==> src/design/cleb_pkg.sv <==
`default_nettype none
package cleb_pkg;

	localparam int unsigned DEFAULT_CAPACITY = 256;
	localparam int unsigned KEY_W = 8;
	localparam int unsigned IDX_W = 8;

	localparam logic [KEY_W-1:0] KEY_NEWLINE   = 8'h52;
	localparam logic [KEY_W-1:0] KEY_BACKSPACE = 8'h42;
	localparam logic [KEY_W-1:0] KEY_DELETE    = 8'h44;
	localparam logic [KEY_W-1:0] KEY_LEFT      = 8'h3C;
	localparam logic [KEY_W-1:0] KEY_RIGHT     = 8'h3E;
	localparam logic [KEY_W-1:0] NEWLINE_CHAR  = 8'h0A;

	typedef enum logic [1:0] {
		ST_OK    = 2'd0,
		ST_FULL  = 2'd1,
		ST_RANGE = 2'd2
	} status_t;

	// decoded request, carried from the decoder into the first stage
	typedef struct packed {
		logic             rd_en;
		logic             we;
		logic             mv;
		logic             isrd;
		logic [KEY_W-1:0] wdata;
		status_t          status;
	} op_t;

endpackage
`default_nettype wire

==> src/design/cleb_decode.sv <==
`default_nettype none
module cleb_decode #(
	parameter int unsigned CAPACITY = cleb_pkg::DEFAULT_CAPACITY
) (
	input  wire logic                           clk,
	input  wire logic                           arst_n,
	input  wire logic                           accept,
	input  wire logic                           kind,
	input  wire logic [cleb_pkg::KEY_W-1:0]     key_byte,
	input  wire logic [cleb_pkg::IDX_W-1:0]     read_index,
	output cleb_pkg::op_t                       op,
	output logic [$clog2(CAPACITY)-1:0]         rd_addr,
	output logic [$clog2(CAPACITY)-1:0]         wr_addr,
	output logic [$clog2(CAPACITY+1)-1:0]       next_len,
	output logic [$clog2(CAPACITY+1)-1:0]       next_left
);

	localparam int unsigned AW = $clog2(CAPACITY);
	localparam int unsigned CW = $clog2(CAPACITY+1);
	localparam int unsigned IW = (CW > cleb_pkg::IDX_W) ? CW : cleb_pkg::IDX_W;
	localparam logic [CW-1:0] CAP_C = CW'(CAPACITY);
	localparam logic [CW-1:0] ONE_C = CW'(1);

	logic [CW-1:0] left_q;
	logic [CW-1:0] right_q;
	logic [CW-1:0] nl;
	logic [CW-1:0] nr;
	logic [CW-1:0] len;
	logic [CW-1:0] cap_m_len;
	logic [IW-1:0] idx_x;
	logic [IW-1:0] len_x;
	logic [IW-1:0] left_x;
	logic [cleb_pkg::KEY_W-1:0] ins_char;

	assign len       = left_q + right_q;
	assign cap_m_len = CAP_C - len;
	assign idx_x     = IW'(read_index);
	assign len_x     = IW'(len);
	assign left_x    = IW'(left_q);
	assign ins_char  = (key_byte == cleb_pkg::KEY_NEWLINE) ? cleb_pkg::NEWLINE_CHAR : key_byte;

	always_comb begin
		op        = '0;
		op.status = cleb_pkg::ST_OK;
		nl        = left_q;
		nr        = right_q;
		rd_addr   = '0;
		wr_addr   = '0;
		if (kind) begin
			if (idx_x >= len_x) begin
				op.status = cleb_pkg::ST_RANGE;
			end else begin
				op.rd_en = 1'b1;
				op.isrd  = 1'b1;
				// right part sits at the top end of the store
				if (idx_x < left_x) begin
					rd_addr = AW'(idx_x);
				end else begin
					rd_addr = AW'(cap_m_len + CW'(idx_x));
				end
			end
		end else begin
			unique case (key_byte)
				cleb_pkg::KEY_BACKSPACE: begin
					if (left_q != '0) nl = left_q - ONE_C;
				end
				cleb_pkg::KEY_DELETE: begin
					if (right_q != '0) nr = right_q - ONE_C;
				end
				cleb_pkg::KEY_LEFT: begin
					if (left_q != '0) begin
						op.rd_en = 1'b1;
						op.we    = 1'b1;
						op.mv    = 1'b1;
						rd_addr  = AW'(left_q - ONE_C);
						wr_addr  = AW'(CAP_C - right_q - ONE_C);
						nl       = left_q - ONE_C;
						nr       = right_q + ONE_C;
					end
				end
				cleb_pkg::KEY_RIGHT: begin
					if (right_q != '0) begin
						op.rd_en = 1'b1;
						op.we    = 1'b1;
						op.mv    = 1'b1;
						rd_addr  = AW'(CAP_C - right_q);
						wr_addr  = AW'(left_q);
						nl       = left_q + ONE_C;
						nr       = right_q - ONE_C;
					end
				end
				default: begin
					if (len == CAP_C) begin
						op.status = cleb_pkg::ST_FULL;
					end else begin
						op.we    = 1'b1;
						op.wdata = ins_char;
						wr_addr  = AW'(left_q);
						nl       = left_q + ONE_C;
					end
				end
			endcase
		end
	end

	assign next_len  = nl + nr;
	assign next_left = nl;

	always_ff @(posedge clk or negedge arst_n) begin
		if (!arst_n) begin
			left_q  <= '0;
			right_q <= '0;
		end else if (accept) begin
			left_q  <= nl;
			right_q <= nr;
		end
	end

endmodule
`default_nettype wire

==> src/design/cleb_store.sv <==
`default_nettype none
module cleb_store #(
	parameter int unsigned CAPACITY = cleb_pkg::DEFAULT_CAPACITY
) (
	input  wire logic                          clk,
	input  wire logic                          arst_n,
	input  wire logic                          rd_en,
	input  wire logic [$clog2(CAPACITY)-1:0]   rd_addr,
	input  wire logic                          wr_en,
	input  wire logic [$clog2(CAPACITY)-1:0]   wr_addr,
	input  wire logic [cleb_pkg::KEY_W-1:0]    wr_data,
	output logic [cleb_pkg::KEY_W-1:0]         rd_data
);

	logic [cleb_pkg::KEY_W-1:0] mem [CAPACITY];
	logic [cleb_pkg::KEY_W-1:0] rd_q;
	logic [cleb_pkg::KEY_W-1:0] fwd_data_q;
	logic                       fwd_q;

	always_ff @(posedge clk) begin
		if (wr_en) mem[wr_addr] <= wr_data;
		if (rd_en) begin
			rd_q       <= mem[rd_addr];
			fwd_data_q <= wr_data;
		end
	end

	// a read issued on the edge of a write to the same entry sees the new data, forwarded from the write
	always_ff @(posedge clk or negedge arst_n) begin
		if (!arst_n) begin
			fwd_q <= 1'b0;
		end else if (rd_en) begin
			fwd_q <= wr_en && (wr_addr == rd_addr);
		end
	end

	assign rd_data = fwd_q ? fwd_data_q : rd_q;

endmodule
`default_nettype wire

==> src/design/cursor_line_edit_buffer.sv <==
`default_nettype none
// channel  signals                               direction  request
// in       in_valid, in_ready                    into block kind, key_byte, read_index
// out      out_valid, out_ready                  from block char_out, text_length,
//                                                           cursor_pos, status
// a request passes decode and store read into the first stage, then write back as it moves to the result stage
// one request per cycle sustained while out_ready holds; the single store write port takes the cursor move copy
// arst_n clears counts and valid flags; store contents are undefined until written
// a stalled result holds the first stage, and in_ready drops only then
module cursor_line_edit_buffer #(
	parameter int unsigned CAPACITY = cleb_pkg::DEFAULT_CAPACITY
) (
	input  wire logic                             clk,
	input  wire logic                             arst_n,
	input  wire logic                             in_valid,
	output logic                                  in_ready,
	input  wire logic                             kind,
	input  wire logic [cleb_pkg::KEY_W-1:0]       key_byte,
	input  wire logic [cleb_pkg::IDX_W-1:0]       read_index,
	output logic                                  out_valid,
	input  wire logic                             out_ready,
	output logic [cleb_pkg::KEY_W-1:0]            char_out,
	output logic [$clog2(CAPACITY+1)-1:0]         text_length,
	output logic [$clog2(CAPACITY+1)-1:0]         cursor_pos,
	output logic [1:0]                            status
);

	localparam int unsigned AW = $clog2(CAPACITY);
	localparam int unsigned CW = $clog2(CAPACITY+1);
	localparam logic [CW-1:0] CAP_C = CW'(CAPACITY);

	logic                       accept;
	logic                       advance;
	cleb_pkg::op_t              op;
	logic [AW-1:0]              rd_addr;
	logic [AW-1:0]              wr_addr;
	logic [CW-1:0]              next_len;
	logic [CW-1:0]              next_left;
	logic                       mem_we;
	logic [cleb_pkg::KEY_W-1:0] mem_wdata;
	logic [cleb_pkg::KEY_W-1:0] rd_data;

	logic                       valid_s1;
	cleb_pkg::op_t              op_s1;
	logic [AW-1:0]              waddr_s1;
	logic [CW-1:0]              len_s1;
	logic [CW-1:0]              cur_s1;

	logic                       valid_s2;
	logic [cleb_pkg::KEY_W-1:0] char_s2;
	logic [CW-1:0]              len_s2;
	logic [CW-1:0]              cur_s2;
	cleb_pkg::status_t          status_s2;

	assign advance  = !valid_s2 || out_ready;
	assign in_ready = !valid_s1 || advance;
	assign accept   = in_valid && in_ready;

	cleb_decode #(.CAPACITY(CAPACITY)) u_decode (
		.clk        (clk),
		.arst_n     (arst_n),
		.accept     (accept),
		.kind       (kind),
		.key_byte   (key_byte),
		.read_index (read_index),
		.op         (op),
		.rd_addr    (rd_addr),
		.wr_addr    (wr_addr),
		.next_len   (next_len),
		.next_left  (next_left)
	);

	// the write back of the first stage lands as it moves on
	assign mem_we    = valid_s1 && advance && op_s1.we;
	assign mem_wdata = op_s1.mv ? rd_data : op_s1.wdata;

	cleb_store #(.CAPACITY(CAPACITY)) u_store (
		.clk     (clk),
		.arst_n  (arst_n),
		.rd_en   (accept && op.rd_en),
		.rd_addr (rd_addr),
		.wr_en   (mem_we),
		.wr_addr (waddr_s1),
		.wr_data (mem_wdata),
		.rd_data (rd_data)
	);

	always_ff @(posedge clk or negedge arst_n) begin
		if (!arst_n) begin
			valid_s1 <= 1'b0;
			valid_s2 <= 1'b0;
		end else begin
			if (accept) begin
				valid_s1 <= 1'b1;
			end else if (advance) begin
				valid_s1 <= 1'b0;
			end
			if (advance) valid_s2 <= valid_s1;
		end
	end

	always_ff @(posedge clk) begin
		if (accept) begin
			op_s1    <= op;
			waddr_s1 <= wr_addr;
			len_s1   <= next_len;
			cur_s1   <= next_left;
		end
		if (advance && valid_s1) begin
			char_s2   <= op_s1.isrd ? rd_data : '0;
			len_s2    <= len_s1;
			cur_s2    <= cur_s1;
			status_s2 <= op_s1.status;
		end
	end

	assign out_valid   = valid_s2;
	assign char_out    = char_s2;
	assign text_length = len_s2;
	assign cursor_pos  = cur_s2;
	assign status      = status_s2;

	a_len_bound: assert property (@(posedge clk) disable iff (!arst_n)
		valid_s2 |-> (len_s2 <= CAP_C && cur_s2 <= len_s2))
		else $error("text length or cursor out of bounds");

	a_full_flag: assert property (@(posedge clk) disable iff (!arst_n)
		(valid_s2 && status_s2 == cleb_pkg::ST_FULL) |-> (len_s2 == CAP_C && char_s2 == '0))
		else $error("insert dropped while buffer not full");

	a_stall_only: assert property (@(posedge clk) disable iff (!arst_n)
		!in_ready |-> (valid_s1 && valid_s2 && !out_ready))
		else $error("input stalled without an output stall");

	a_write_once: assert property (@(posedge clk) disable iff (!arst_n)
		mem_we |=> !(valid_s1 && $stable(waddr_s1) && !$past(accept)))
		else $error("store write repeated for one request");

	a_range_char: assert property (@(posedge clk) disable iff (!arst_n)
		(valid_s2 && status_s2 == cleb_pkg::ST_RANGE) |-> (char_s2 == '0))
		else $error("failed read returned a character");

endmodule
`default_nettype wire
==> config.mk <==
export PLATFORM = sky130hd
export DESIGN_NAME = cursor_line_edit_buffer
export DESIGN_NICKNAME = d
export VERILOG_FILES = /design/src/design/cleb_pkg.sv /design/src/design/cleb_decode.sv /design/src/design/cleb_store.sv /design/src/design/cursor_line_edit_buffer.sv
export SDC_FILE = /design/constraint.sdc
export NUM_CORES = 2
export LEC_CHECK = 0
export BUFFER_PORTS_ARGS = -buffer_cell sky130_fd_sc_hd__buf_4
export CAP_MARGIN = 20
export CORE_MARGIN = 2
export CORE_UTILIZATION = 25
export DETAILED_ROUTE_END_ITERATION = 6
export PLACE_DENSITY = 0.36
export SYNTH_ARGS = -nofsm -noshare
export SYNTH_HDL_FRONTEND = slang
export SYNTH_SLANG_ARGS = --single-unit
==> constraint.sdc <==
create_clock -name clk -period 12.4 [get_ports clk]
set_clock_uncertainty 0.2 [all_clocks]
set_input_delay 0.62 -clock clk [delete_from_list [all_inputs] [get_ports clk]]
set_output_delay 0.62 -clock clk [all_outputs]
set_load 0.01 [all_outputs]
==> flow_summary.ini <==
[outcome]
status = completed

[place]
hpwl_um = 215700
buffer_ports.inserted = 50
place_area_um2 = 95280
gp_congestion = 0.8223
place_worst_setup_slack_ps = 3928

[clock_network]
htree_levels = 5
postCtsHoldBufs = 15
postCtsSetupRepairBufs = 0
insertion_delay_ps = 890
clock_path_buffers = 4
cts_sinks = 2152
cts_tree = built
cts-root-buf = clkbuf_16
cts_resized = 0
cts.clk_slew.worst_paths_ps = 60
cts-buffers-inserted = 263

[min_path]
min_path_type = primary input to flip-flop
worstHoldStart = kind
hold_path_depth = 2
min_to = waddr_s1[0]

[yosys]
synth-main-ff-cell = edfxtp_1
syn_inst = 6659
synth_area_leaders = edfxtp_1, nand2_1, mux2i_1
synthMuxAreaShare_pct = 3.773
synth_edf_count = 2131
yosysSeqAreaShare_pct = 72.21
ys_types = 97
yosys.area_share.simple_pct = 12.63
synthesis.area_um2 = 89340
synth_top_family_by_area = simple AND/OR/NAND/NOR gates
syn-mean-instance-area_um2 = 13.42
synth_nets = 6722
synth_fa_ha_area_share_pct = 0.6358
ys_ff_latch = 2152
post-synth-top-count-cell = edfxtp_1
synth_xor_area_share_pct = 0.4804
ys_top_cells_by_count = edfxtp_1, nand2_1, nand3_1
synth_area_leader_cell = edfxtp_1
synth-compound-area-share_pct = 7.464
yosysWarnings = 0
synth-async-reset-ratio_pct = 0.9758
synth.top_cell.area_share_pct = 71.62

[critical_path]
slowest_stage = o21ai_0
cp_max_fo = 48
r2r-end = u_store.rd_q[7]
reg2reg_depth = 22
cp.depth = 22
worstReg2RegStart = u_decode.left_q[0]
crit_type = flip-flop to flip-flop
cp-startpoint = u_decode.left_q[0]
crit_buf_inv = 3
cp_data_arrival_time_ps = 9030
required_ps = 12960
r2r_setup_slack_ps = 3920
cp-end-kind = flip-flop
slowest_delay_ps = 980
path_delay_family = compound AO/OA/AOI/OAI gates
path_cells = ha_1 -> fa_1 -> a21o_1 -> a21oi_1 -> xnor2_1 -> inv_1 -> ha_1 -> o211ai_1 -> a21oi_1 -> o311a_1 -> o21ai_0 -> a21o_4 -> a21o_4 -> buf_4 -> buf_4 -> nand2_1 -> nand3_1 -> a32oi_1 -> o21ai_0 -> nand4_1 -> nor4_1 -> o21a_1
crit_path_start_kind = flip-flop

[sta]
worst_hold_slack_ps = 186.5
maxSlewViolCount = 0
rsz0062_at_grt = false
tightest_slew_ps = 1259
min_period_ps = 8476
hold_viol = 0
slew_headroom_pct = 16.09
setup_viol = 0
max_freq_mhz = 118.0
layout_setup_ws_ps = 3924
tns_ps = 0
timing.final.crit_share_pct = 68.35

[global_routing]
grt_pass1_wl_um = 493400
grt-ovfl-total = 0
grt_max_degree = 162
grt_usage_pct = 19.33
antenna_found_initial = 21
grt_pass1_vias = 56417

[floorplan]
fp.dieH_um = 601.8
start_util_pct = 25.12
dieArea_um2 = 362200
die_w_um = 601.8
io_pins = 51
core_um2 = 355700
num_rows = 219

[detailed_routing]
firstDrtPassIters = 6
post_drt_via_cell_ratio = 4.994
wire_per_inst_um = 30.91
ant_nets = 0
drc_errors = 0
vias = 58260
drt_wl_total_um = 360700
drt-initial-drc-count = 6181

[final_layout]
area_growth_pct = 15.89
drive_gt1_share_pct = 9.690
nNetsFinal = 6772
final_area_um2 = 103500
utilization_pct = 29.11

[power_and_ir_drop]
power.leakage_nw = 34.50
vdd_drop_max_v = 0.0001860
powerDensity_nw_per_um2 = 235.2

[flow_run]
drv_cap = 0
## placed cells by master (no fill, tap or decap), drive strengths merged, types with 40 or more instances in the layout
cell	n
and3	42
a31oi	118
a21oi	235
nor2	371
a32oi	55
nor3	62
inv	45
clkbuf	340
nand2	1474
o221ai	60
nand3	540
a2111oi	40
a211oi	56
buf	212
clkinv	109
edfxtp	2131
o22ai	59
o21ai	106
mux2i	312
nand4	47
## report_power, final
part / leakage (nW) / switching, W / total, W / internal [W]
combinational: 11.2 / 0.00652 / 0.00851 / 0.00200
clock: 3.91 / 0.00317 / 0.00739 / 0.00421
sequential: 19.4 / 0.000108 / 0.00845 / 0.00834
## per-layer routing
layer / part of all wire [%] / vias to the layer above / wire length, µm / track usage [%]
met5: 0 / - / 0 / 0
met4: 2.5 / 0 / 9075 / 4.743
met3: 5.1 / 410 / 18410 / 2.391
met2: 47 / 1851 / 168600 / 31.53
met1: 46 / 30779 / 164600 / 27.19
li1: - / 25220 / - / -
## area by class of cell
class / instances / area [µm²]
fill: 36068 / 252100
sequential: 2152 / 64520
multi-input combinational: 4027 / 22810
clock buffer: 340 / 6998
tap: 4751 / 5944
timing repair buffer: 226 / 2048
clock inverter: 130 / 1066
inverter: 39 / 146.4
antenna: 2 / 5.005
## logic make-up after synthesis
kind of cell / after synthesis
XOR/XNOR: 49
buffers and inverters: 480
AO/OA/AOI/OAI: 954
adder cells (fa/ha/maj): 44
AND/OR/NAND/NOR: 2646
flip-flops: 2152
multiplexers: 334
## worst max path at each step
stage / end / slack, ps
final: u_store.rd_q[7] / 3920
after global routing: u_store.rd_q[0] / 3560
after detailed placement: u_store.rd_q[1] / 3930
after global placement: u_store.rd_q[4] / 2830
after floorplan: u_store.fwd_data_q[6] / 2860
after CTS: u_store.rd_q[0] / 3920
## sequential cells by signal (all words and copies together) (netlist names)
register            flops
u_store.rd_q            8
u_decode.left_q         9
op_s1                  13
u_store.fwd_q           1
status                  2
text_length             9
char_out                8
u_decode.right_q        9
len_s1                  9
cursor_pos              9
waddr_s1                8
cur_s1                  9
valid_s1                1
out_valid               1
u_store.fwd_data_q      8
u_store.mem          2048
## through the flow
step	instances	total power, W
4_1_cts	11662	0.02455
2_1_floorplan	6659	0.01309
6_report	11667	0.02435
3_5_place_dp	11177	0.01713
5_1_grt	11666	0.02514
3_3_place_gp	11163	0.01714
Note: power is estimated with default switching activity, not from simulation.
